[src/sv/rau_pkg.sv]
// Package: types, operation codes and controller states of the rational arithmetic unit.
`timescale 1ns / 1ps
package rau_pkg;
    localparam int OPERAND_WIDTH = 32;
    localparam int CNT_W         = 7;

    typedef enum logic [2:0] {
        FN_ADD = 3'd0, FN_SUB = 3'd1, FN_MUL = 3'd2,
        FN_DIV = 3'd3, FN_LT  = 3'd4, FN_EQ  = 3'd5,
        FN_NA6 = 3'd6, FN_NA7 = 3'd7
    } t_func;

    typedef struct packed {
        logic [2:0]         func;
        logic signed [31:0] a_num;
        logic signed [31:0] a_den;
        logic signed [31:0] b_num;
        logic signed [31:0] b_den;
    } t_in;

    typedef struct packed {
        logic signed [63:0] res_num;
        logic signed [63:0] res_den;
        logic               flag;
    } t_out;

    typedef enum logic [3:0] {
        S_IDLE, S_MUL1, S_MUL2, S_FORM, S_GCD_CHK, S_GCD_DIV, S_GCD_WAIT,
        S_GSET, S_NDIV, S_NWAIT, S_DDIV, S_DWAIT, S_SIGN, S_OUT
    } t_state;

    // Datapath operation selects
    typedef enum logic [3:0] {
        OP_NONE, OP_LOAD, OP_MUL1, OP_MUL2, OP_FORM, OP_GCD_START, OP_GCD_STEP,
        OP_GSET, OP_NUM_START, OP_NUM_DONE, OP_DEN_START, OP_DEN_DONE, OP_SIGN
    } t_op;

    typedef struct packed {
        t_op op;
    } t_cmd;

    typedef struct packed {
        logic arith;    // operation needs reduction
        logic y_zero;   // gcd divisor term is zero
        logic g_zero;   // gcd is zero
        logic div_done;
    } t_sts;
endpackage

[src/sv/rau_ctrl.sv]
// Controller state machine sequencing products, gcd loop, divisions and output.
`timescale 1ns / 1ps
module rau_ctrl (
    input  logic          i_clk,
    input  logic          i_rst_n,
    input  logic          i_valid,
    output logic          o_ready,
    output logic          o_valid,
    input  logic          i_ready,
    input  rau_pkg::t_sts i_sts,
    output rau_pkg::t_cmd o_cmd
);
    import rau_pkg::*;
    t_state r_state, n_state;

    always_comb begin
        n_state = r_state;
        unique case (r_state)
            S_IDLE:     if (i_valid) n_state = S_MUL1;
            S_MUL1:     n_state = S_MUL2;
            S_MUL2:     n_state = S_FORM;
            S_FORM:     n_state = i_sts.arith ? S_GCD_CHK : S_OUT;
            S_GCD_CHK:  n_state = i_sts.y_zero ? S_GSET : S_GCD_DIV;
            S_GCD_DIV:  n_state = S_GCD_WAIT;
            S_GCD_WAIT: if (i_sts.div_done) n_state = S_GCD_CHK;
            S_GSET:     n_state = S_NDIV;
            S_NDIV:     n_state = i_sts.g_zero ? S_SIGN : S_NWAIT;
            S_NWAIT:    if (i_sts.div_done) n_state = S_DDIV;
            S_DDIV:     n_state = S_DWAIT;
            S_DWAIT:    if (i_sts.div_done) n_state = S_SIGN;
            S_SIGN:     n_state = S_OUT;
            S_OUT:      if (i_ready) n_state = S_IDLE;
            default:    n_state = S_IDLE;
        endcase
    end

    always_comb begin
        o_cmd.op = OP_NONE;
        o_ready  = (r_state == S_IDLE);
        o_valid  = (r_state == S_OUT);
        unique case (r_state)
            S_IDLE:     if (i_valid) o_cmd.op = OP_LOAD;
            S_MUL1:     o_cmd.op = OP_MUL1;
            S_MUL2:     o_cmd.op = OP_MUL2;
            S_FORM:     o_cmd.op = OP_FORM;
            S_GCD_DIV:  o_cmd.op = OP_GCD_START;
            S_GCD_WAIT: if (i_sts.div_done) o_cmd.op = OP_GCD_STEP;
            S_GSET:     o_cmd.op = OP_GSET;
            S_NDIV:     if (!i_sts.g_zero) o_cmd.op = OP_NUM_START;
            S_NWAIT:    if (i_sts.div_done) o_cmd.op = OP_NUM_DONE;
            S_DDIV:     o_cmd.op = OP_DEN_START;
            S_DWAIT:    if (i_sts.div_done) o_cmd.op = OP_DEN_DONE;
            S_SIGN:     o_cmd.op = OP_SIGN;
            default:    ;
        endcase
    end

    always_ff @(posedge i_clk) begin
        if (!i_rst_n) r_state <= S_IDLE;
        else          r_state <= n_state;
    end
endmodule

[config.mk]
export PLATFORM = sky130hd
export DESIGN_NAME = rau_ctrl
export DESIGN_NICKNAME = d
export VERILOG_FILES = /design/src/sv/rau_pkg.sv /design/src/sv/rau_ctrl.sv
export SDC_FILE = /design/constraint.sdc
export NUM_CORES = 1
export LEC_CHECK = 0
export ABC_AREA = 0
export BUFFER_PORTS_ARGS = -buffer_cell sky130_fd_sc_hd__buf_4
export CAP_MARGIN = 20
export CORE_AREA = 8 8 45 47
export DETAILED_ROUTE_END_ITERATION = 10
export DIE_AREA = 0 0 53 55
export GPL_ROUTABILITY_DRIVEN = 0
export HOLD_SLACK_MARGIN = 0.12
export PLACE_DENSITY = 0.66
export SLEW_MARGIN = 20
export SYNTH_ARGS = -nofsm -noshare
export SYNTH_HDL_FRONTEND = slang
export SYNTH_SLANG_ARGS = --single-unit
[constraint.sdc]
create_clock -name i_clk -period 3.25 [get_ports i_clk]
set_input_delay 0 -clock i_clk [delete_from_list [all_inputs] [get_ports i_clk]]
set_output_delay 0 -clock i_clk [all_outputs]
set_load 0.05 [all_outputs]
==> results of run 1 <==
## cells by family after synthesis
logic type	count (synthesis)	synth area share (%)
AO/OA/AOI/OAI	23	32.1
XOR/XNOR	1	1.80
buffers and inverters	11	10.0
flip-flops	4	16.4
multiplexers	3	6.15
AND/OR/NAND/NOR	30	33.6
## stage by stage
| step | std cells | hold slack, ns | setup slack [ns] | cell area, um^2 |
|---|---|---|---|---|
| global placement | 92 | 0.286 | 1.46 | 564 |
| finish | 96 | 0.257 | 1.43 | 597 |
| CTS | 96 | 0.251 | 1.42 | 597 |
| detailed placement | 92 | 0.295 | 1.43 | 564 |
| global route | 96 | 0.323 | 1.33 | 597 |
| floorplan | 72 | 0.142 | 0.806 | 488 |
## layout make-up
cell class / count / area, um^2 / area share (%)
Inverter: 2 / 7.51 / 1.26
Sequential cell: 4 / 80.1 / 13.4
Clock buffer: 3 / 22.5 / 3.77
Multi-Input combinational cell: 57 / 359 / 60.2
Timing Repair Buffer: 14 / 108 / 18.0
Tap cell: 16 / 20.0 / 3.35
## per-layer routing
metal / part of all wire [%] / vias to the layer above / wire length [um] / global-route usage (%)
met5: 0 / - / 0 / 0
met3: 3.2 / 2 / 39 / 1.07
li1: - / 280 / - / -
met2: 50 / 10 / 604 / 16.0
met4: 1.1 / 0 / 13 / 5.17
met1: 45 / 245 / 548 / 9.71
## critical path: cells and delay by family (launching register included)
kind	cells	cell delay [ns]
simple gates	2	0.82
flops	1	0.52
compound gates	1	0.19
mux	1	0.16
## power breakdown
| group | switching (mW) | leakage [nW] | internal (mW) | total, mW |
|---|---|---|---|---|
| clock network | 0.0186 | 0.0138 | 0.0412 | 0.0598 |
| registers | 0.101 | 0.0331 | 0.0699 | 0.171 |
| logic | 0.249 | 0.191 | 0.162 | 0.411 |
## worst max-delay path by stage
stage,from,endpoint,slack (ns),depth (start not counted)
final,r_state[2],r_state[1],1.43,4
after global routing,r_state[2],r_state[1],1.33,4
after global placement,r_state[2],r_state[2],1.46,4
after CTS,r_state[2],r_state[1],1.42,4
after detailed placement,r_state[2],r_state[2],1.43,4
after floorplan,r_state[2],o_cmd[1],0.81,3
## timing repair
action	CTS	global route
hold endpoints to repair	4	0
setup buffers	0	0
hold buffers	1	0
## placed cells by master, fill, tap and decap left out, types with 2 or more instances in the layout
master	count
sky130_fd_sc_hd__a21o_1	2
sky130_fd_sc_hd__a21oi_1	4
sky130_fd_sc_hd__a31oi_1	2
sky130_fd_sc_hd__buf_4	13
sky130_fd_sc_hd__clkbuf_4	3
sky130_fd_sc_hd__dfxtp_1	4
sky130_fd_sc_hd__inv_1	2
sky130_fd_sc_hd__mux2i_1	3
sky130_fd_sc_hd__nand2_1	9
sky130_fd_sc_hd__nand3b_1	2
sky130_fd_sc_hd__nor2_1	4
sky130_fd_sc_hd__nor3_1	4
sky130_fd_sc_hd__nor3b_1	3
sky130_fd_sc_hd__o21ai_0	4
==> metrics.md, run 1 <==
| Metric | Value |
|---|---|
| CP Data Required Time | 3.35 ns |
| Antenna viol nets, final | 0 |
| Total power | 0.641 mW |
| Largest cells by area after synthesis | sky130_fd_sc_hd__dfxtp_1 (16%), sky130_fd_sc_hd__nand2_1 (6.9%), sky130_fd_sc_hd__mux2i_1 (6.2%) |
| Number of violations of the max-capacitance limit | 0 |
| Io pins | 14 |
| Routed length per placed instance | 12.6 um |
| Share of flip-flops with an asynchronous set or reset | 0% |
| Source of the worst hold timing path | i_sts[3] |
| Number of synthesized flops with an enable pin | 0 |
| Vias | 537 |
| Main flop type after synthesis | sky130_fd_sc_hd__dfxtp_1 |
| Final worst-path cycle share | 56.0% |
| Net Count, Synth | 80 |
| Share of cells above drive strength 1 | 21.3% |
| Number of clock sinks | 4 |
| Setup repair after global routing missed its margin | no |
| Sequential element share of the synthesized area | between 10% and 20% |
| Status | complete, no violations |
| Die height | 55 um |
| Utilization after layout | a little over two fifths |
| Worst min path class | input pin to flip-flop |
| Final layout net count | 90 |
| Most repeated cell in the gate-level netlist after synthesis | sky130_fd_sc_hd__nand2_1 |
| Delay of the slowest cell on the worst path | ~0.60 ns |
| Filler Cell Count | 149 |
| Final Critical Period | 1.82 ns |
| Floorplan die area | 2920 um^2 |
| FF-to-FF setup slack | around 1.4 ns |
| Total standard cell area after synthesis | 488 um^2 |
| Startpoint-to-endpoint class of the critical path | flip-flop to flip-flop |
| Register bank with the most flops | r_state |
| Max Fanout on Critical Path | 25 |
| Largest net degree at the start of global routing | 26 |
| PD cells | 1070 nW/um^2 |
| Number of flip-flops in the largest register | 4 |
| Top cell type by total area after synthesis | sky130_fd_sc_hd__dfxtp_1 |
| Clock transition at path regs | about 0.040 ns |
| Top post-synthesis cells by count | sky130_fd_sc_hd__nand2_1 (9), sky130_fd_sc_hd__clkbuf_1 (7) |
| Row Count | 14 |
| Synth-to-Final Area Change | 22.3% |
| Maximum ir drop on the vdd rail | between 0.4 and 0.5 mV |
| Half-perimeter wire length after placement | 794 um |
| Die W | 53 um |
| Clock root buffer master | sky130_fd_sc_hd__clkbuf_4 |
| First DRT Iteration DRCs | 16 |
| Crit path DAT | 1.92 ns |
| Resized Gates After CTS | 0 |
| Starting density of the core | 35.3% |
| Share of the synthesized area in the top cell type | ~16% |
| Final routed wirelength across all metal layers | 1210 um |
| First-pass GRT wire length | approximately 2000 um |
| Yosys warnings | 0 |
| N_diodes | 0 |
| Standard cell with the maximum stage delay on the critical path | sky130_fd_sc_hd__or4_1 |
| Worst reg2reg endpoint | r_state[1] |
| Number of buffers on the longest clock path | 2 |
| Largest registers | r_state (4) |
| Setup tns final | 0 ns |
| Series of cell instances along the critical path | or4_1 > a21o_1 > and2_1 > mux2i_1 |
| Number of global-route vias before repair | 472 |
| Congestion Overflow GR | 0 |
| Leak Pwr | 0.238 nW |
| Clock latency of the later-clocked register in the worst-skew pair | 0.23 ns |
| Routed via count divided by cell count | 5.59 |
| Timing-limited maximum frequency | 549 MHz |
| DRC violation count after routing | 0 |
| H-tree lvl count | 1 |
| Cell depth of the worst hold path | 5 |
| Worst reg-to-reg path cell count | 4 |
| Critical register-to-register path startpoint | r_state[2] |
| Least-Margin Pin Slew | 0.704 ns |
| Detailed-routing iteration count for the pre-antenna-repair pass | 4 |
| Normalized max-slew margin | 53.0% |
| Global-route usage over all layers | under 10% |
| Count of distinct cell types in the synthesized netlist | 35 |
| #FFs+latches synth | 4 |
| Min-Delay Endpoint | r_state[0] |
| Setup clock skew after layout | 0.000701 ns |
| Syn Inst Count | 72 |
| Crit. End Element | flip-flop |
| TritonCTS Buffers | 3 |
| Initial antenna violation count | 0 |
| Port Buffer Count | 13 |
| # setup viols final | 0 |
| Syn avg cell area | between 6 and 7 um^2 |
| Startpoint class of the critical path | flip-flop |
| Final Hold Viols | 0 |
| Final number of max-transition violations | 0 |
| Core footprint | 1380 um^2 |
| Clock tree from TritonCTS | yes |
Note: power is estimated with default switching activity, not from simulation.
==> inputs of run 2 (changes only) <==
ABC_AREA = 1   (was 0)
PLACE_DENSITY = 0.64   (was 0.66)
clock period = 1.5 ns   (was 3.25 ns; I/O delays follow)
==> metrics.md, run 2 <==
| Metric | Value |
|---|---|
| Leading cell types in the layout, fill and taps excluded | sky130_fd_sc_hd__nand2_1 (29), sky130_fd_sc_hd__buf_4 (14), sky130_fd_sc_hd__nor2_1 (10), sky130_fd_sc_hd__nand3_1 (8), sky130_fd_sc_hd__inv_1 (7) |
| Largest net degree at the start of global routing | 10 (-62%) |
| Sequential power share | 17.6% (-9.0 points) |
| DRC violation count after routing | 0 (unchanged) |
| Detailed-routing iteration count for the pre-antenna-repair pass | 4 (unchanged) |
| Top cell type by total area after synthesis | sky130_fd_sc_hd__nand2_1 |
| Number of clock sinks | 4 (unchanged) |
| Global-route usage over all layers | 9.56% (+0.71 points) |
| Maximum ir drop on the vdd rail | 0.805 mV (+76%) |
| Number of synthesized flops with an enable pin | 0 (unchanged) |
| Vias | 573 (+6.7%) |
| Final worst-path cycle share | just over 90% |
| Filler Cell Count | 152 (+2.0%) |
| Largest cells by area after synthesis | sky130_fd_sc_hd__nand2_1 (24%), sky130_fd_sc_hd__dfxtp_1 (18%), sky130_fd_sc_hd__nor2_1 (10%) |
| Normalized max-slew margin | 83.0% (+30 points) |
| Io pins | 14 (unchanged) |
| Net switching share of the total power | 59.7% (+2.2 points) |
| Critical register-to-register path startpoint | r_state[1] |
| Share of cells above drive strength 1 | 31.0% (+9.8 points) |
| Net Count, Synth | 92 (+15%) |
| Most repeated cell in the gate-level netlist after synthesis | sky130_fd_sc_hd__nand2_1 |
| Sequential element share of the synthesized area | 18.0% (+1.6 points) |
| Total power | 1.37 mW (+110%) |
| Main flop type after synthesis | sky130_fd_sc_hd__dfxtp_1 |
| Internal power | 0.552 mW (+100%) |
| Register bank with the most flops | r_state |
| Number of buffers on the longest clock path | 2 (unchanged) |
| Number of buffers inserted by post-CTS setup repair | 0 (unchanged) |
| # setup viols final | 0 (unchanged) |
| Largest registers | r_state (4) |
| Number of flip-flops in the largest register | 4 (unchanged) |
| Worst reg-to-reg path cell count | 8 (+4) |
| Yosys warnings | 0 (unchanged) |
| Initial antenna violation count | 0 (unchanged) |
| First-pass GRT wire length | 2070 um (+3.8%) |
| Port Buffer Count | 13 (unchanged) |
| Antenna viol nets, final | 0 (unchanged) |
| Leak Pwr | 0.310 nW (+30%) |
| Count of distinct cell types in the synthesized netlist | 15 (-57%) |
| Worst reg2reg endpoint | r_state[2] |
| PD cells | 2270 nW/um^2 (+110%) |
| Power share of the clock group | 9.3% (about the same) |
| Clock tree from TritonCTS | yes |
| N_diodes | 0 (unchanged) |
| Final Critical Period | approximately 1.4 ns |
| Post-place setup slack | 0.128 ns (-1.30 ns) |
| Worst min path class | input pin to flip-flop |
| Startpoint class of the critical path | flip-flop |
| Crit path DAT | 1.39 ns (-0.53 ns) |
| Final Hold Viols | 0 (unchanged) |
| Clock transition at path regs | 0.03 ns (about the same) |
| Starting density of the core | 32.2% (-3.1 points) |
| Startpoint-to-endpoint class of the critical path | flip-flop to output pin |
| Most common cell after layout, fill and taps aside | sky130_fd_sc_hd__nand2_1 |
| Combinational fraction of design power | 73.1% (+9.1 points) |
| Least-Margin Pin Slew | 0.254 ns (-0.450 ns) |
| Congestion Overflow GR | 0 (unchanged) |
| Number of global-route vias before repair | 555 (+18%) |
| NetSw | 0.816 mW (+120%) |
| Share of flip-flops with an asynchronous set or reset | 0% (unchanged) |
| TritonCTS Buffers | 3 (unchanged) |
| Source of the worst hold timing path | i_sts[1] |
| Number of violations of the max-capacitance limit | 0 (unchanged) |
| First DRT Iteration DRCs | 26 (+10) |
| Floorplan die area | 2920 um^2 (unchanged) |
| Half-perimeter wire length after placement | 1040 um (+31%) |
| #FFs+latches synth | 4 (unchanged) |
| Setup clock skew after layout | 0.00193 ns (+0.00123 ns) |
| Clock latency of the later-clocked register in the worst-skew pair | 0.23 ns (about the same) |
| Die W | 53 um (unchanged) |
| Routed length per placed instance | 11.2 um (-11%) |
| CP Data Required Time | 1.50 ns (-1.85 ns) |
| Setup tns final | 0 ns (unchanged) |
| Syn avg cell area | 5.30 um^2 (-22%) |
| Min-Delay Endpoint | r_state[2] |
| H-tree lvl count | 1 (unchanged) |
| Core footprint | 1380 um^2 (unchanged) |
| Timing-limited maximum frequency | approximately 720 MHz |
| Cell depth of the worst hold path | 5 (unchanged) |
| Total standard cell area after synthesis | 445 um^2 (-8.7%) |
| Max Fanout on Critical Path | 9 (-64%) |
| Synth-to-Final Area Change | 35.1% |
| Routed via count divided by cell count | 4.94 (-12%) |
| Crit. End Element | output pin |
| FF-to-FF setup slack | 0.20 ns (-1.23 ns) |
| Clock root buffer master | sky130_fd_sc_hd__clkbuf_4 |
| Worst Setup Slack, final | 0.114 ns (-1.31 ns) |
| Final layout net count | 110 (+22%) |
| Top post-synthesis cells by count | sky130_fd_sc_hd__nand2_1 (29), sky130_fd_sc_hd__nor2_1 (12), sky130_fd_sc_hd__nand3_1 (8) |
| Syn Inst Count | 84 (+17%) |
| Status | complete, no violations |
| Final number of max-transition violations | 0 (unchanged) |
| Die height | 55 um (unchanged) |
| Final routed wirelength across all metal layers | 1300 um (+7.5%) |
| Row Count | 14 (unchanged) |
| Share of the synthesized area in the top cell type | 24.4% (+8.0 points) |
[run 2: changes by cell type after synthesis, moves of 4 or more]
cell | previous run | this run
sky130_fd_sc_hd__nand2_1 | 9 | 29
sky130_fd_sc_hd__nor2_1 | 4 | 12
sky130_fd_sc_hd__nand2_2 | 0 | 4
sky130_fd_sc_hd__inv_1 | 2 | 7
sky130_fd_sc_hd__nor3_1 | 4 | 0
sky130_fd_sc_hd__clkbuf_1 | 7 | 0
sky130_fd_sc_hd__nand3_1 | 1 | 8
[run 2: routing by layer]
layer	vias to the layer above	global-route usage (%)	part of all wire [%]
met5	-	0	0
met4	0	9.05	1.0
met3	2	2.41	8.9
met2	24	16.6	50
met1	247	9.10	40
li1	300	-	-
[run 2: cells by family (layout without fill, tap and decap cells)]
kind of cell	count (synthesis)	count (layout)	synth area share [%]
flops	4	4	18.0
simple gates	59	59	59.0
compound gates	9	9	11.2
buf+inv	12	28	11.8
[run 2: worst max-delay path by stage]
| stage | start | to | slack (ns) | depth (start not counted) |
|---|---|---|---|---|
| finish | r_state[1] | o_cmd[3] | 0.11 | 7 |
| global route | r_state[3] | o_cmd[3] | -0.004 | 7 |
| CTS | r_state[1] | o_cmd[3] | 0.003 | 6 |
| detailed placement | r_state[1] | r_state[1] | 0.13 | 8 |
| global placement | r_state[0] | r_state[0] | 0.20 | 7 |
| floorplan | r_state[3] | o_cmd[0] | 0.03 | 3 |
[run 2: area by class of cell]
cell class,count,area (um^2),share of cell area (%)
multi-input combinational,68,323,53.6
sequential,4,83.8,13.9
clock buffer,3,22.5,3.74
inverter,10,37.5,6.24
tap,16,20.0,3.33
timing repair buffer,15,115,19.1
[run 2: power by group through the flow]
stage / combinational, mW / clock (mW) / sequential, mW
detailed placement: 0.980 / 0 / 0.225
global route: 1.07 / 0.147 / 0.251
finish: 0.999 / 0.127 / 0.241
global placement: 0.974 / 0 / 0.224
CTS: 0.985 / 0.135 / 0.224
floorplan: 0.785 / 0 / 0.173
[run 2: through the flow]
stage | std cells | instance area [um^2] | util [%] | hold slack (ns)
global placement | 112 | 556 | 40.1 | 0.275
detailed placement | 112 | 556 | 40.1 | 0.286
CTS | 116 | 588 | 42.5 | 0.192
floorplan | 84 | 445 | - | 0.171
finish | 116 | 602 | 43.5 | 0.200
global route | 116 | 602 | 43.5 | 0.220
[run 2: worst max-delay path, stage by stage, from the launching register on]
cell and delay (ns):
sky130_fd_sc_hd__dfxtp_2 0.41, sky130_fd_sc_hd__inv_1 0.09, sky130_fd_sc_hd__nor2_1 0.19, sky130_fd_sc_hd__nand2_1 0.09
sky130_fd_sc_hd__nand2_1 0.07, sky130_fd_sc_hd__nor2_1 0.05, sky130_fd_sc_hd__nand2_1 0.05, sky130_fd_sc_hd__buf_4 0.19
[run 2: what timing repair did]
item,4_1_cts,5_1_grt
gates resized for setup,0,6
endpoints found under the hold margin,4,0
hold buffers,1,0
setup endpoints to repair,0,7
==> inputs of run 3 (changes only) <==
PLACE_DENSITY = 0.62   (was 0.64)
clock period = 1.4 ns   (was 1.5 ns; I/O delays follow)
==> metrics.md, run 3 (synthesized netlist as in run 2, its figures left out) <==
| Metric | Value |
|---|---|
| Io pins | 14 (unchanged) |
| Clock root buffer master | sky130_fd_sc_hd__clkbuf_4 |
| Number of buffers on the longest clock path | 2 (unchanged) |
| Source of the worst hold timing path | i_sts[3] |
| Combinational fraction of design power | 73.6% (+0.5 points) |
| Number of buffers inserted by post-CTS setup repair | 0 (unchanged) |
| Least-Margin Pin Slew | 0.177 ns (-0.0774 ns) |
| Detailed-routing iteration count for the pre-antenna-repair pass | 4 (unchanged) |
| Normalized max-slew margin | 88.2% (+5.2 points) |
| PD cells | 2420 nW/um^2 (+6.6%) |
| Total placed cells including tap cells | 113 (+0.89%) |
| Utilization after layout | 46.0% (+2.5 points) |
| Die W | 53 um (unchanged) |
| Initial antenna violation count | 0 (unchanged) |
| Worst min path class | input pin to flip-flop |
| Crit path DAT | 1.33 ns (-0.06 ns) |
| Combined buffer and inverter count along the critical path | 2 (unchanged) |
| Critical register-to-register path startpoint | r_state[1] |
| Final layout net count | 111 (+0.91%) |
| Startpoint class of the critical path | flip-flop |
| Congestion Overflow GR | 0 (unchanged) |
| Routed length per placed instance | 10.6 um (-4.7%) |
| Leak Pwr | 0.321 nW (+3.6%) |
| Clock latency of the later-clocked register in the worst-skew pair | 0.23 ns (about the same) |
| Status | complete, no violations |
| Delay of the slowest cell on the worst path | 0.36 ns (-0.05 ns) |
| Global-route usage over all layers | 9.50% (-0.055 points) |
| Standard cell with the maximum stage delay on the critical path | sky130_fd_sc_hd__dfxtp_4 |
| Startpoint-to-endpoint class of the critical path | flip-flop to output pin |
| CP Data Required Time | 1.40 ns (-0.10 ns) |
| Largest net degree at the start of global routing | 8 (-2) |
| Routed via count divided by cell count | 4.87 (-1.4%) |
| DRC violation count after routing | 0 (unchanged) |
| Setup tns final | 0 ns (unchanged) |
| Vias | 570 (-0.52%) |
| Cell Count, Final, Fillers Out | 117 (+0.86%) |
| Setup repair after global routing missed its margin | yes |
| NetSw | 0.890 mW (+9.1%) |
| Row Count | 14 (unchanged) |
| TritonCTS Buffers | 3 (unchanged) |
| Filler Cell Count | 149 (-2.0%) |
| Final worst-path cycle share | 94.7% |
| Final routed wirelength across all metal layers | 1250 um (-3.9%) |
| Timing-limited maximum frequency | approximately 750 MHz |
| Crit. End Element | output pin |
| H-tree lvl count | 1 (unchanged) |
| Half-perimeter wire length after placement | 1000 um (-3.6%) |
| N_diodes | 0 (unchanged) |
| Die height | 55 um (unchanged) |
| Largest registers | r_state (4) |
| Leading cell types in the layout, fill and taps excluded | sky130_fd_sc_hd__nand2_1 (28), sky130_fd_sc_hd__buf_4 (14), sky130_fd_sc_hd__nor2_1 (9), sky130_fd_sc_hd__nand3_1 (8), sky130_fd_sc_hd__inv_1 (6) |
| Share of cells above drive strength 1 | 35.6% (+4.6 points) |
| Clock tree from TritonCTS | yes |
| Most common cell after layout, fill and taps aside | sky130_fd_sc_hd__nand2_1 |
| Internal power | 0.652 mW (+18%) |
| # setup viols final | 0 (unchanged) |
| Max Fanout on Critical Path | 6 (-3) |
| Power share of the clock group | 9.1% (-0.2 points) |
| Number of clock sinks | 4 (unchanged) |
| Number of flip-flops in the largest register | 4 (unchanged) |
| First DRT Iteration DRCs | 9 (-65%) |
| Core footprint | 1380 um^2 (unchanged) |
| Number of violations of the max-capacitance limit | 0 (unchanged) |
| Crit-path most repeated cell | sky130_fd_sc_hd__nand2_1 |
| Cell class contributing the biggest share of worst-path delay | simple AND/OR/NAND/NOR gates |
| Sequential power share | 17.3% (-0.3 points) |
| Starting density of the core | 32.2% (unchanged) |
| Final Critical Period | 1.33 ns |
| Maximum ir drop on the vdd rail | 0.957 mV (+19%) |
| Final number of max-transition violations | 0 (unchanged) |
| Synth-to-Final Area Change | 43.0% |
| Floorplan die area | 2920 um^2 (unchanged) |
| Clock transition at path regs | 0.04 ns (about the same) |
| Setup clock skew after layout | 0.00338 ns (+0.00145 ns) |
| Final Hold Viols | 0 (unchanged) |
| Series of cell instances along the critical path | buf_4 > nor2_2 > nand2_1 > nand2_1 > nor2_1 > nand2_1 > buf_4 |
| Net switching share of the total power | 57.7% (-1.9 points) |
| First-pass GRT wire length | 2130 um (+3.0%) |
| Number of global-route vias before repair | 536 (-3.4%) |
| Port Buffer Count | 13 (unchanged) |
| Critical path launch point | r_state[0] |
| Antenna viol nets, final | 0 (unchanged) |
| Register bank with the most flops | r_state |
run 3: power groups by stage:
| stage | logic [mW] | registers [mW] | clock network (mW) |
|---|---|---|---|
| after floorplan | 0.853 | 0.195 | 0 |
| after global placement | 1.09 | 0.232 | 0 |
| after detailed placement | 1.09 | 0.234 | 0 |
| after CTS | 1.10 | 0.242 | 0.147 |
| after global routing | 1.24 | 0.277 | 0.153 |
| final | 1.14 | 0.267 | 0.141 |
run 3: stage by stage:
stage                     setup WS (ns)  hold WS [ns]  area (um^2)  power (mW)
after floorplan                  0.0105         0.163          454        1.05
after global placement           0.0906         0.274          572        1.33
after detailed placement         0.0757         0.283          572        1.32
after CTS                        0.0248         0.181          609        1.48
after global routing            0.00126         0.209          637        1.67
final                            0.0736         0.183          637        1.54
run 3: final timing paths:
check	to	slack, ns	cells past startpoint
max	o_cmd[3]	0.07	7
min	r_state[0]	0.18	6
max reg2reg	r_state[2]	0.15	8
min reg2reg	r_state[1]	0.52	2
run 3: what timing repair did:
action | CTS | global route
endpoints found under the hold margin | 4 | 0
hold buffers | 1 | 0
gates cloned | 0 | 0
endpoints found under the setup margin | 3 | 5
pin swaps | 0 | 1
resized for setup | 3 | 9
run 3: layer usage:
| metal | vias up | routed length, um | GRT usage, % |
|---|---|---|---|
| met5 | - | 0 | 0 |
| met4 | 0 | 6 | 5.60 |
| met3 | 2 | 90 | 2.41 |
| met2 | 14 | 571 | 16.2 |
| met1 | 250 | 577 | 10.5 |
| li1 | 304 | - | - |
run 3: cell type report:
type	count	area, um^2	share of cell area (%)
Clock buffer	3	22.5	3.54
Timing Repair Buffer	16	126	19.8
Sequential cell	4	92.6	14.5
Inverter	10	37.5	5.89
Multi-Input combinational cell	68	338	53.0
Tap cell	16	20.0	3.14
run 3: worst reg2reg max path, stage by stage, from the launching register on:
cell	delay, ns
sky130_fd_sc_hd__dfxtp_2	0.35
sky130_fd_sc_hd__buf_4	0.16
sky130_fd_sc_hd__nor2_1	0.13
sky130_fd_sc_hd__nand3_1	0.09
sky130_fd_sc_hd__nand2_1	0.12
sky130_fd_sc_hd__inv_2	0.06
sky130_fd_sc_hd__nand2_2	0.08
sky130_fd_sc_hd__nand2_1	0.05
sky130_fd_sc_hd__a21oi_1	0.13
